### config.mk
export PLATFORM = sky130hd
export DESIGN_NAME = hsl_ctrl
export DESIGN_NICKNAME = d
export VERILOG_FILES = /design/src/rtl/hsl_pkg.sv /design/src/rtl/hsl_ctrl.sv
export SDC_FILE = /design/constraint.sdc
export NUM_CORES = 1
export LEC_CHECK = 0
export BUFFER_PORTS_ARGS = -buffer_cell sky130_fd_sc_hd__buf_2
export CAP_MARGIN = 10
export CORE_AREA = 3 3 40 42
export CTS_CLUSTER_DIAMETER = 40
export DETAILED_ROUTE_END_ITERATION = 12
export DIE_AREA = 0 0 43 45
export PLACE_DENSITY = 0.62
export SLEW_MARGIN = 0
export SYNTH_ARGS = -nofsm -noshare
export SYNTH_HDL_FRONTEND = slang
export SYNTH_SLANG_ARGS = --single-unit
export TNS_END_PERCENT = 50
### constraint.sdc
create_clock -name clock -period 2.65 [get_ports clock]
set_input_delay 0.265 -clock clock [delete_from_list [all_inputs] [get_ports clock]]
set_output_delay 0.265 -clock clock [all_outputs]
set_load 0.02 [all_outputs]
### src/rtl/hsl_pkg.sv
package hsl_pkg;

   localparam int ANGLE_FRAC_BITS = 13;
   localparam int CORDIC_ITERS    = 16;
   localparam int ATAN_LEN        = 24;
   localparam int ITER_W          = $clog2(CORDIC_ITERS + 1);
   // CORDIC x/y grow by ~1.65 and shifts of 33-bit diffs: 36 bits suffice
   localparam int CORDIC_W        = 36;

   // pi rounded to the angle format
   localparam logic signed [15:0] PI_Q = 16'((64'd31415926 * (64'd1 << ANGLE_FRAC_BITS)
                                              + 64'd5000000) / 64'd10000000);
   localparam logic signed [35:0] HALF_PI_Q30 = 36'sd1686629713;
   localparam logic [19:0] MICRO = 20'd1000000;
   // ceil(2^43 / 15625): exact floor division by 15625 for inputs below 2^29
   localparam logic [29:0] RECIP_15625 = 30'd562949954;

   localparam logic [19:0] MIN_DIR_RESET = 20'd6554;
   localparam logic [14:0] MAX_RATE_RESET = 15'd25736;
   localparam logic [19:0] DEF_DT_RESET = 20'd20000;

   localparam logic [1:0] REG_MIN_DIR = 2'd0;
   localparam logic [1:0] REG_MAX_RATE = 2'd1;
   localparam logic [1:0] REG_DEF_DT = 2'd2;

   typedef enum logic [3:0] {
      ST_IDLE,
      ST_DIFF,
      ST_SQUARE,
      ST_CORDIC,
      ST_ROUND,
      ST_STEP,
      ST_LIMIT,
      ST_DIVIDE,
      ST_FINISH,
      ST_OUTPUT
   } state_type;

   typedef struct packed {
      logic load;
      logic diff;
      logic square;
      logic cordic_step;
      logic round;
      logic step;
      logic limit;
      logic div_start;
      logic div_step;
      logic finish;
   } cmd_type;

   typedef struct packed {
      logic cordic_done;
      logic div_done;
      logic use_divide;
   } status_type;

   function automatic logic [29:0] atan_q30(input logic [4:0] i);
      logic [29:0] r;
      case (i)
         5'd0: r = 30'd843314856;
         5'd1: r = 30'd497837829;
         5'd2: r = 30'd263043836;
         5'd3: r = 30'd133525158;
         5'd4: r = 30'd67021686;
         5'd5: r = 30'd33543515;
         5'd6: r = 30'd16775850;
         5'd7: r = 30'd8388437;
         5'd8: r = 30'd4194282;
         5'd9: r = 30'd2097149;
         5'd10: r = 30'd1048575;
         5'd11: r = 30'd524287;
         5'd12: r = 30'd262143;
         5'd13: r = 30'd131071;
         5'd14: r = 30'd65535;
         5'd15: r = 30'd32767;
         5'd16: r = 30'd16383;
         5'd17: r = 30'd8191;
         5'd18: r = 30'd4095;
         5'd19: r = 30'd2047;
         5'd20: r = 30'd1023;
         5'd21: r = 30'd511;
         5'd22: r = 30'd255;
         5'd23: r = 30'd127;
         default: r = 30'd0;
      endcase
      return r;
   endfunction

endpackage

### src/rtl/hsl_ctrl.sv
module hsl_ctrl import hsl_pkg::*; (
   input  logic       clock,
   input  logic       reset,
   input  logic       req_valid,
   output logic       req_ready,
   output logic       rsp_valid,
   input  logic       rsp_ready,
   input  status_type status,
   output cmd_type    cmd
);

   state_type state_ff, state_in;

   always_ff @(posedge clock) begin
      if (reset) begin
         state_ff <= ST_IDLE;
      end else begin
         state_ff <= state_in;
      end
   end

   always_comb begin
      state_in = state_ff;
      unique case (state_ff)
         ST_IDLE:   if (req_valid) state_in = ST_DIFF;
         ST_DIFF:   state_in = ST_SQUARE;
         ST_SQUARE: state_in = ST_CORDIC;
         ST_CORDIC: if (status.cordic_done) state_in = ST_ROUND;
         ST_ROUND:  state_in = ST_STEP;
         ST_STEP:   state_in = ST_LIMIT;
         ST_LIMIT:  state_in = status.use_divide ? ST_DIVIDE : ST_FINISH;
         ST_DIVIDE: if (status.div_done) state_in = ST_FINISH;
         ST_FINISH: state_in = ST_OUTPUT;
         ST_OUTPUT: if (rsp_ready) state_in = ST_IDLE;
         default:   state_in = ST_IDLE;
      endcase
   end

   always_comb begin
      cmd = '0;
      req_ready = 1'b0;
      rsp_valid = 1'b0;
      unique case (state_ff)
         ST_IDLE: begin
            req_ready = 1'b1;
            cmd.load = req_valid;
         end
         ST_DIFF:   cmd.diff = 1'b1;
         ST_SQUARE: cmd.square = 1'b1;
         ST_CORDIC: cmd.cordic_step = 1'b1;
         ST_ROUND:  cmd.round = 1'b1;
         ST_STEP:   cmd.step = 1'b1;
         ST_LIMIT: begin
            cmd.limit = 1'b1;
            cmd.div_start = status.use_divide;
         end
         ST_DIVIDE: cmd.div_step = 1'b1;
         ST_FINISH: cmd.finish = 1'b1;
         ST_OUTPUT: rsp_valid = 1'b1;
         default: ;
      endcase
   end

endmodule

==> impl_metrics.csv, run 1 <==
group,metric,value,unit
yosys,avgSynthCellArea,6.92,sq um
placed_design,io_buffers,18,
yosys,ys_seq_elements,4,
run,drv_cap,0,
yosys,synth.distinct_cells,26,
timing,worst_pin_slew,0.496,ns
grt,grt_pass1_wl,1400,um
power_and_ir_drop,switching_power,163,uW
clock_tree,htreeDepth,1,
setup_path,crit_arrival,1.44,ns
yosys,synth_nets,60,
clock_tree,post-cts-setup-buffer-count,0,
die,coreArea,1280,sq um
yosys,ys.flop_type,"dfxtp_1",
setup_path,path_max_fanout,17,
power_and_ir_drop,p_sw_frac,0.468,
power_and_ir_drop,p_int,186,uW
yosys,synth_edf_count,0,
yosys,synth_area,367,sq um
drt,drc,0,
timing,whs,0.260,ns
clock_tree,cts.path.max_buffers,2,
clock_tree,cts_num_sinks,4,
run_status,outcome,"finished clean",
power_and_ir_drop,seq_power_share,0.327,
yosys,synthArstFlopShare,0,
final_layout,final_util,0.374,
drt,num_vias,416,
setup_path,path_class,"reg -> out",
die,die_y,45,um
yosys,synth-seq-area-share,0.218,
yosys,synth_area_leaders,"dfxtp_1, nand2_1, nand2b_1",
final_layout,largest_register,"state_ff",
power_and_ir_drop,powerDensity,726,nW/um^2
clock_tree,ctsHoldBuffers,0,
yosys,syn_inst,53,
drt,dr.pass1.iters,4,
drt,vias_per_cell,4.89,
die,ioPinCount,19,
clock_tree,clkSlewWorstSetupHoldPaths,0.04,ns
placed_design,dp_slack,1.14,ns
final_layout,drive_above_1_share,0.329,
drt,wl_per_cell,11.0,um
final_layout,diodes,0,
yosys,synth_warnings,0,
clock_tree,cts_tree,"built",
die,die_x,43,um
power_and_ir_drop,pwr-share-comb,0.443,
grt,antenna_found_initial,0,
min_path,hp-class,"in -> reg",
clock_tree,cts-root-buf,"clkbuf_4",
final_layout,largest_registers,"state_ff x4",
timing,clock_skew,0.00844,ns
yosys,synth_top_area_frac,0.218,
yosys,yosysMostFrequentCell,"nand2_1",
timing,fin_ws,0.948,ns
clock_tree,cts_resized,0,
clock_tree,insertion_delay,0.25,ns
timing,post-route-period-util,0.642,
placed_design,gp_congestion,0.691,
setup_path,start_kind,"flip-flop",
final_layout,nets,79,
timing,rsz0062_at_grt,"false",
timing,timing_hold_violations_final,0,
final_layout,nFillCells,140,
power_and_ir_drop,leakage,0.000230,uW
die,dieArea,1940,sq um
timing,period_minus_slack,1.70,ns
die,row_count,13,
final_layout,multi_input_area,265,sq um
yosys,synth_largest_area_cell,"dfxtp_1",
setup_path,critical_path_required,2.38,ns
timing,fin_setup_tns,0,ns
setup_path,endpoint_kind,"primary output",
timing,relSlewSlack,0.669,
final_layout,largest_reg_flops,4,
grt,first_global_vias,321,
drt,dr.first_iter.drc_count,5,
power_and_ir_drop,power.share.clock,0.231,
timing,fmax,587,MHz
grt,grt_overflow,0,
yosys,synth.top_cells.by_count,"nand2_1, nor2_1, nor3_1, dfxtp_1, nand2b_1",
final_layout,seq_area,80.1,sq um
clock_tree,cts_buffers,3,
drt,drtAntennaViolNets,0,
grt,grt_max_degree,18,
timing,setup_viol,0,
die,start_util,0.285,
power_and_ir_drop,ir_drop,0.000271,V
timing,finalMaxSlewViolations,0,
final_layout,area_growth_syn_to_layout,31.1,%
drt,totalWireLength,934,um
placed_design,hpwl,666,um
grt,grt_usage,0.0941,
-- per-layer routing --
metal	wire, um	global-route usage
met5	0	0
met4	0	0.0181
met3	78	0.0438
met2	366	0.111
met1	489	0.149
-- per-stage QoR --
stage	power [uW]	instance area, sq um	instances
final	349	480	85
after global routing	372	480	85
after CTS	350	480	85
after detailed placement	269	458	82
after global placement	267	458	82
after floorplan	225	367	53
-- power by group through the flow --
stage	combinational (uW)	sequential, uW	clock, uW
floorplan	139	86.0	0
global placement	153	114	0
detailed placement	154	115	0
CTS	155	114	82.0
global route	166	121	84.6
finish	155	114	80.5
-- kinds of logic (layout without fill, tap and decap cells) --
logic type | count (synthesis) | count (layout) | synth area share
AO/OA/AOI/OAI | 11 | 11 | 0.222
buffers and inverters | 5 | 22 | 0.0580
flip-flops | 4 | 4 | 0.218
AND/OR/NAND/NOR | 31 | 31 | 0.447
multiplexers | 2 | 2 | 0.0546
-- worst max-delay path, cell delays in order, from the launching register on --
cell      delay (ns)
dfxtp_1         0.62
nand2b_1        0.20
nor2_1          0.18
buf_2           0.19
-- final timing paths --
kind | slack (ns) | end | startpoint | depth (start not counted)
worst min-delay path | 0.26 | state_ff[3]$_SDFFE_PP0P_ | reset | 2
worst max register to register | 1.16 | state_ff[3]$_SDFFE_PP0P_ | state_ff[0]$_SDFFE_PP0P_ | 4
worst max-delay path | 0.95 | cmd[1] | state_ff[0]$_SDFFE_PP0P_ | 3
worst min register to register | 0.71 | state_ff[0]$_SDFFE_PP0P_ | state_ff[0]$_SDFFE_PP0P_ | 2
-- final cells by class --
| type | instances | share of cell area |
|---|---|---|
| multi-input combinational | 44 | 0.552 |
| timing repair buffer | 18 | 0.187 |
| sequential | 4 | 0.167 |
| clock buffer | 3 | 0.0469 |
| tap | 15 | 0.0391 |
| inverter | 1 | 0.00781 |
-- placed cells by master, fill, tap and decap left out, drive strengths merged, types with 2 or more instances in the layout --
| master | synthesis | final |
|---|---|---|
| a21oi | 2 | 2 |
| a31oi | 2 | 2 |
| and2 | 2 | 2 |
| buf | 2 | 18 |
| clkbuf | 2 | 3 |
| dfxtp | 4 | 4 |
| mux2i | 2 | 2 |
| nand2 | 7 | 7 |
| nand2b | 4 | 4 |
| nor2 | 6 | 6 |
| nor2b | 2 | 2 |
| nor3 | 5 | 5 |
| o21ai | 2 | 2 |
Power figures use the tool's default switching activity.
==> inputs of run 2 (changes only) <==
ABC_AREA = 1   (was unset)
CORE_AREA = unset   (was 3 3 40 42)
CORE_MARGIN = 3   (was unset)
CORE_UTILIZATION = 30   (was unset)
DIE_AREA = unset   (was 0 0 43 45)
PLACE_DENSITY = 0.67   (was 0.62)
clock period = 1.4 ns   (was 2.65 ns; I/O delays follow)
==> run 2 against run 1 <==
Sequential cell count stayed put. Clock-buffer cell count stayed put. Area after synthesis is 10% higher. Total power is 110% higher. Sequential share of layout area is 0.62 points lower. Cell count is 19% higher. Clock skew is 0.0051 ns lower. Critical endpoint is now rsp_valid.
==> impl_metrics.csv, run 2 <==
group,metric,value,unit
drt,drc,0,
placed_design,io_buffers,18,
drt,num_vias,462,
yosys,synth_top_area_frac,0.198,
yosys,syn_inst,68,
power_and_ir_drop,powerDensity,1350,nW/um^2
timing,period_minus_slack,1.38,ns
min_path,hp-class,"in -> reg",
final_layout,final_area,538,sq um
timing,fin_setup_tns,0,ns
drt,dr.max_layer_used,"met3",
drt,wl_met1,550,um
setup_path,critical_path_required,1.26,ns
power_and_ir_drop,ir_drop,0.000797,V
final_layout,area_growth_syn_to_layout,33.1,%
grt,first_global_vias,398,
drt,drtAntennaViolNets,0,
timing,finalMaxSlewViolations,0,
drt,met2_length,491,um
yosys,avgSynthCellArea,5.94,sq um
grt,grt_pass1_wl,1690,um
clock_tree,cts_buffers,3,
drt,route.met3.wl,83,um
power_and_ir_drop,p_sw_frac,0.482,
yosys,synth_area_leaders,"dfxtp_1, inv_1, nor2_2",
timing,relSlewSlack,0.818,
setup_path,start_kind,"flip-flop",
setup_path,path_max_fanout,9,
setup_path,startpoint,"state_ff[0]$_SDFFE_PP0P_",
placed_design,hpwl,871,um
timing,fmax,726,MHz
power_and_ir_drop,leakage,0.000320,uW
die,row_count,12,
yosys,synth-seq-area-share,0.198,
yosys,ys_seq_elements,4,
die,die_x,42.7,um
clock_tree,insertion_delay,0.23,ns
final_layout,layout_commonest_cell,"buf_2",
drt,vias_per_cell,4.57,
grt,grt_max_degree,10,
power_and_ir_drop,pwr-share-comb,0.535,
clock_tree,cts-root-buf,"clkbuf_4",
yosys,synth.distinct_cells,17,
die,coreArea,1190,sq um
setup_path,path_class,"reg -> out",
timing,setup_viol,0,
setup_path,crit_arrival,1.24,ns
drt,totalWireLength,1130,um
yosys,ys.flop_type,"dfxtp_1",
grt,antenna_found_initial,0,
clock_tree,clkSlewWorstSetupHoldPaths,0.03,ns
final_layout,largest_registers,"state_ff x4",
setup_path,endpoint_kind,"primary output",
run,drv_cap,0,
die,ioPinCount,19,
min_path,min_path_cells,2,
yosys,synth_area,404,sq um
final_layout,drive_above_1_share,0.494,
yosys,synth_edf_count,0,
final_layout,nets,96,
drt,dr.first_iter.drc_count,4,
clock_tree,cts_tree,"built",
drt,dr.pass1.iters,4,
power_and_ir_drop,switching_power,350,uW
yosys,synth.top_cells.by_count,"inv_1, nand2_1",
run_status,outcome,"finished clean",
yosys,synthArstFlopShare,0,
grt,grt_usage,0.125,
clock_tree,cts_num_sinks,4,
clock_tree,post-cts-setup-buffer-count,0,
placed_design,place_area,489,sq um
clock_tree,ctsHoldBuffers,0,
timing,worst_pin_slew,0.270,ns
final_layout,largest_reg_flops,4,
placed_design,gp_congestion,0.856,
power_and_ir_drop,power,727,uW
yosys,synth_warnings,0,
die,start_util,0.341,
die,dieArea,1820,sq um
setup_path,r2r-start,"state_ff[3]$_SDFFE_PP0P_",
timing,timing_hold_violations_final,0,
grt,grt_overflow,0,
power_and_ir_drop,p_int,377,uW
yosys,synth_largest_area_cell,"dfxtp_1",
final_layout,layout_common_cells,"buf_2, inv_1, nand2_1",
timing,clock_skew,0.00333,ns
clock_tree,cts.path.max_buffers,2,
die,die_y,42.7,um
min_path,hold_start,"reset",
yosys,synth_nets,75,
timing,post-route-period-util,0.984,
power_and_ir_drop,seq_power_share,0.270,
yosys,yosysMostFrequentCell,"inv_1",
timing,rsz0062_at_grt,"true",
clock_tree,htreeDepth,1,
final_layout,largest_register,"state_ff",
final_layout,diodes,0,
drt,wl_per_cell,11.1,um
power_and_ir_drop,power.share.clock,0.194,
setup_path,reg2regPathDepth,7,
[run 2: timing repair]
action / in CTS / in global routing
gates resized for setup: 3 / 6
endpoints found under the hold margin: 0 / 0
endpoints found under the setup margin: 5 / 6
pin swaps: 0 / 0
[run 2: worst max-delay path, cell delays in order (launching register included)]
cell and delay, ns:
dfxtp_4 0.39, inv_1 0.06, nor2_2 0.13, inv_1 0.10, nor3_2 0.15, buf_4 0.17
[run 2: worst paths after layout]
| path | to | slack (ns) |
|---|---|---|
| worst max-delay path | rsp_valid | 0.02 |
| worst min-delay path | state_ff[0]$_SDFFE_PP0P_ | 0.10 |
| worst max register to register | state_ff[2]$_SDFFE_PP0P_ | 0.21 |
| worst min register to register | state_ff[0]$_SDFFE_PP0P_ | 0.55 |
[run 2: layout make-up]
class	count	area, sq um
Clock buffer	3	22.5
Fill cell	131	648
Inverter	16	60.1
Timing Repair Buffer	18	95.1
Multi-Input combinational cell	46	256
Tap cell	14	17.5
Sequential cell	4	86.3
[run 2: power by group through the flow]
stage	sequential (uW)	clock, uW	combinational [uW]
detailed placement	190	0	373
global route	200	158	427
finish	197	141	389
global placement	190	0	372
floorplan	157	0	326
CTS	194	152	376
[run 2: through the flow]
step,hold slack [ns],cells,setup WS [ns],utilization
2_1_floorplan,0.209,68,0.136,-
5_1_grt,0.107,101,-0.0514,0.454
3_5_place_dp,0.351,98,0.126,0.412
6_report,0.102,101,0.0230,0.454
4_1_cts,0.0902,101,0.00713,0.436
3_3_place_gp,0.348,98,0.125,0.412
[run 2: kinds of logic (layout without fill, tap and decap cells)]
group / after synthesis / count (layout) / synth area share
AND/OR/NAND/NOR: 38 / 38 / 0.492
buffers and inverters: 18 / 37 / 0.204
AO/OA/AOI/OAI: 8 / 8 / 0.105
flip-flops: 4 / 4 / 0.198
[run 2: metal layers]
| layer | GRT usage | up-vias |
|---|---|---|
| li1 | - | 253 |
| met1 | 0.159 | 187 |
| met2 | 0.186 | 22 |
| met3 | 0.0551 | 0 |
| met4 | 0.0373 | 0 |
| met5 | 0 | - |
